## src/rtl/bpa_ram.sv

```systemverilog
// Generic single-write, single-read synchronous RAM with registered read data.
module bpa_ram #(
  parameter int WIDTH = 64,
  parameter int DEPTH = 64
) (
  input  logic                                  clk,
  input  logic                                  we,
  input  logic [(DEPTH > 1 ? $clog2(DEPTH) : 1)-1:0] waddr,
  input  logic [WIDTH-1:0]                      wdata,
  input  logic                                  re,
  input  logic [(DEPTH > 1 ? $clog2(DEPTH) : 1)-1:0] raddr,
  output logic [WIDTH-1:0]                      rdata
);

  logic [WIDTH-1:0] mem [DEPTH];

  always_ff @(posedge clk) begin
    if (we) begin
      mem[waddr] <= wdata;
    end
    if (re) begin
      rdata <= mem[raddr];
    end
  end

endmodule

```

## config.mk

```make
export PLATFORM = sky130hd
export DESIGN_NAME = bpa_ram
export DESIGN_NICKNAME = d
export VERILOG_FILES = /design/src/rtl/bpa_ram.sv
export SDC_FILE = /design/constraint.sdc
export NUM_CORES = 2
export LEC_CHECK = 0
export ABC_AREA = 1
export BUFFER_PORTS_ARGS = -buffer_cell sky130_fd_sc_hd__buf_2
export CORE_MARGIN = 8
export CORE_UTILIZATION = 45
export DETAILED_ROUTE_END_ITERATION = 10
export PLACE_DENSITY = 0.64
export REMOVE_ABC_BUFFERS = 1
export SLEW_MARGIN = 20
export SYNTH_ARGS = -nofsm -noshare
export SYNTH_HDL_FRONTEND = slang
export SYNTH_SLANG_ARGS = --single-unit
export TNS_END_PERCENT = 50
```

## constraint.sdc

```tcl
create_clock -name clk -period 21 [get_ports clk]
set_input_delay 1.05 -clock clk [delete_from_list [all_inputs] [get_ports clk]]
set_output_delay 1.05 -clock clk [all_outputs]
set_load 0.005 [all_outputs]
```

==> flow_summary.yaml <==
routing:
  drtIter0Drc: 14700
  antenna_left: 0
  dr_total_vias: 109000
  routed_wl_mm: 507
  via_per_inst: 5.89
  wire_per_inst_um: 27.4
  drt-pass1-iter-count: 6
  drc: 0
yosys:
  synth_cells: 13400
  seq_area_frac_synth_pct: 75.3
  synthDistinctLibCells: 15
  syn-cell-area_um2: 166000
  syn_area_per_cell_um2: 12.4
  ys_ff_latch: 4160
  ys_warn_count: 0
placement:
  port_buffers: 142
  place_congestion: 0.787
  dp_hpwl_mm: 242
die:
  fp-row-count: 223
  io_pins: 143
  chipWidth_um: 623
  die_area_um2: 388000
  die_y_um: 623
  core_area_um2: 368000
  initial_core_util_pct: 45.1
pwr:
  p_leak_uw: 0.0637
  power.density_nw_per_um2: 94.0
  ir_worst_vdd_mv: 0.0694
min_path:
  hold_path_class: "primary input to register"
  whs_path_depth: 3
critical_path:
  path_buf_inv: 8
  path_cells: "buf_12 > buf_4 > buf_4 > buf_4 > buf_4 > buf_4 > buf_4 > buf_4 > nand2_1 > nand3_1 > nand3_1 > nand3_1 > nand3_1 > nand2_1 > nand2_1 > nand2_1"
  path_depth: 16
  cp.required_ns: 21.82
  cp_top_family: "buffers and inverters"
  critPathMostFrequentCell: "buf_4"
  cp_slowest_cell: "buf_4"
  worstPathMaxFanout: 116
  critPathArrivalTime_ns: 7.50
  reg2reg_depth: 8
  path_class: "primary input to register"
  max_stage_delay_ns: 0.79
  cp-end-kind: "register"
  crit_path_start_kind: "primary input"
timing:
  rsz0062_at_grt: "no"
  whs_ns: 0.612
  worst_pin_slew_ns: 1.22
  slew_viol_final: 0
  setup_tns_ns: 0
  hold_viol: 0
  fin_worst_skew_ns: 0.0473
  relSlewSlack_pct: 18.4
  fin_crit_ns: 6.68
  post-route-period-util_pct: 31.8
  fmax_ghz: 0.150
  finalSetupViolations: 0
cts:
  cts_tree: "done"
  postCtsHoldBufs: 0
  cts.sinks: 4160
  cts_root_buffer: "clkbuf_16"
  cts.clk_slew.worst_paths_ns: 0.06
  cts_setup_buffers: 0
  clock_path_buffers: 4
  worst_skew_pair.late_latency_ns: 0.98
  cts_resized: 0
  numCtsBuffers: 415
  cts_htree_levels: 5
global_route:
  grt_pass1_wl_mm: 724
  grt_pass1_vias: 103000
  overflow: 0
  grt_max_degree: 246
  grt_use_total_pct: 25.2
  antenna_found_initial: 23
cells_and_area:
  layout.nets: 13400
  area_delta_synth_final_pct: 10.5
  drive_gt1_share_pct: 7.48
  mostFrequentLayoutCells: "4416 x nand2_1, 4160 x edfxtp_1, 3847 x nand3_1"
  final_common_cell: "nand2_1"
job:
  cap_viol_max_count: 0
status:
  status: "finished, final reports clean"
[area by class of cell]
cell class                      count  area [um2]
Fill cell                       31100      185000
Timing Repair Buffer              388        2890
Sequential cell                  4160      125000
Clock buffer                      518       10900
Multi-Input combinational cell   8336       36600
Inverter                           12         105
Tap cell                         4837        6050
Clock inverter                    240        1840
Antenna cell                       24        60.1
[worst reg2reg max path: stages (launching register included)]
cell and delay, ns:
edfxtp_1 0.36, nand2_1 0.08, nand3_1 0.11, nand3_1 0.16
nand3_1 0.09, nand3_1 0.12, nand2_1 0.07, nand2_1 0.12
nand2_1 0.27
[routing by layer]
metal / vias up / track usage (%) / wire, um
met3: 1198 / 3.81 / 49000
met5: - / 0 / 100
met4: 16 / 11.4 / 26000
li1: 47800 / - / -
met1: 54100 / 33.7 / 196000
met2: 5991 / 40.8 / 237000
[worst paths after layout]
check / slack, ns / from / end
worst max-delay path: 14.32 / raddr[0] / rdata[6]
worst min-delay path: 0.61 / raddr[5] / rdata[28]
worst max register to register: 19.30 / mem[25][37] / rdata[37]
worst min register to register: 0.87 / mem[10][14] / rdata[14]
[cell families after synthesis]
family	after synthesis	synth area share [%]
buf+inv	909	2.94
flops	4160	75.3
simple gates	8336	21.8
[report_power, final]
| group | switching, uW | leakage (uW) | internal (uW) |
|---|---|---|---|
| logic | 731 | 0.0200 | 226 |
| registers | 22.0 | 0.0375 | 9210 |
| clock network | 3150 | 0.00624 | 3900 |
[synthesized netlist by cell type]
master	number	share of area (%)
nand2_1	4416	10
edfxtp_1	4160	75
nand3_1	3847	12
buf_2	501	1.5
clkbuf_1	147	0.33
buf_4	134	0.61
buf_1	72	0.16
nor2_1	56	0.13
buf_6	40	0.27
nand4_1	9	0.034
inv_1	8	0.018
nor4_1	8	0.030
buf_8	3	0.027
inv_2	2	0.0045
inv_4	2	0.0075
[state kept, by name (all words and copies together), names as in the netlist]
name,count
mem,4096
rdata,64
[stage by stage]
| stage | cell area (um2) | total power (uW) | utilization [%] | setup WS [ns] | instances |
|---|---|---|---|---|---|
| after detailed placement | 170000 | 10400 | 46.3 | 13.49 | 17700 |
| after global routing | 183000 | 17700 | 49.8 | 14.01 | 18500 |
| after CTS | 183000 | 17300 | 49.8 | 14.53 | 18500 |
| after global placement | 170000 | 10300 | 46.3 | 13.49 | 17700 |
| final | 183000 | 17200 | 49.8 | 14.32 | 18500 |
| after floorplan | 161000 | 9950 | - | 9.71 | 12500 |
Note: power is estimated with default switching activity, not from simulation.
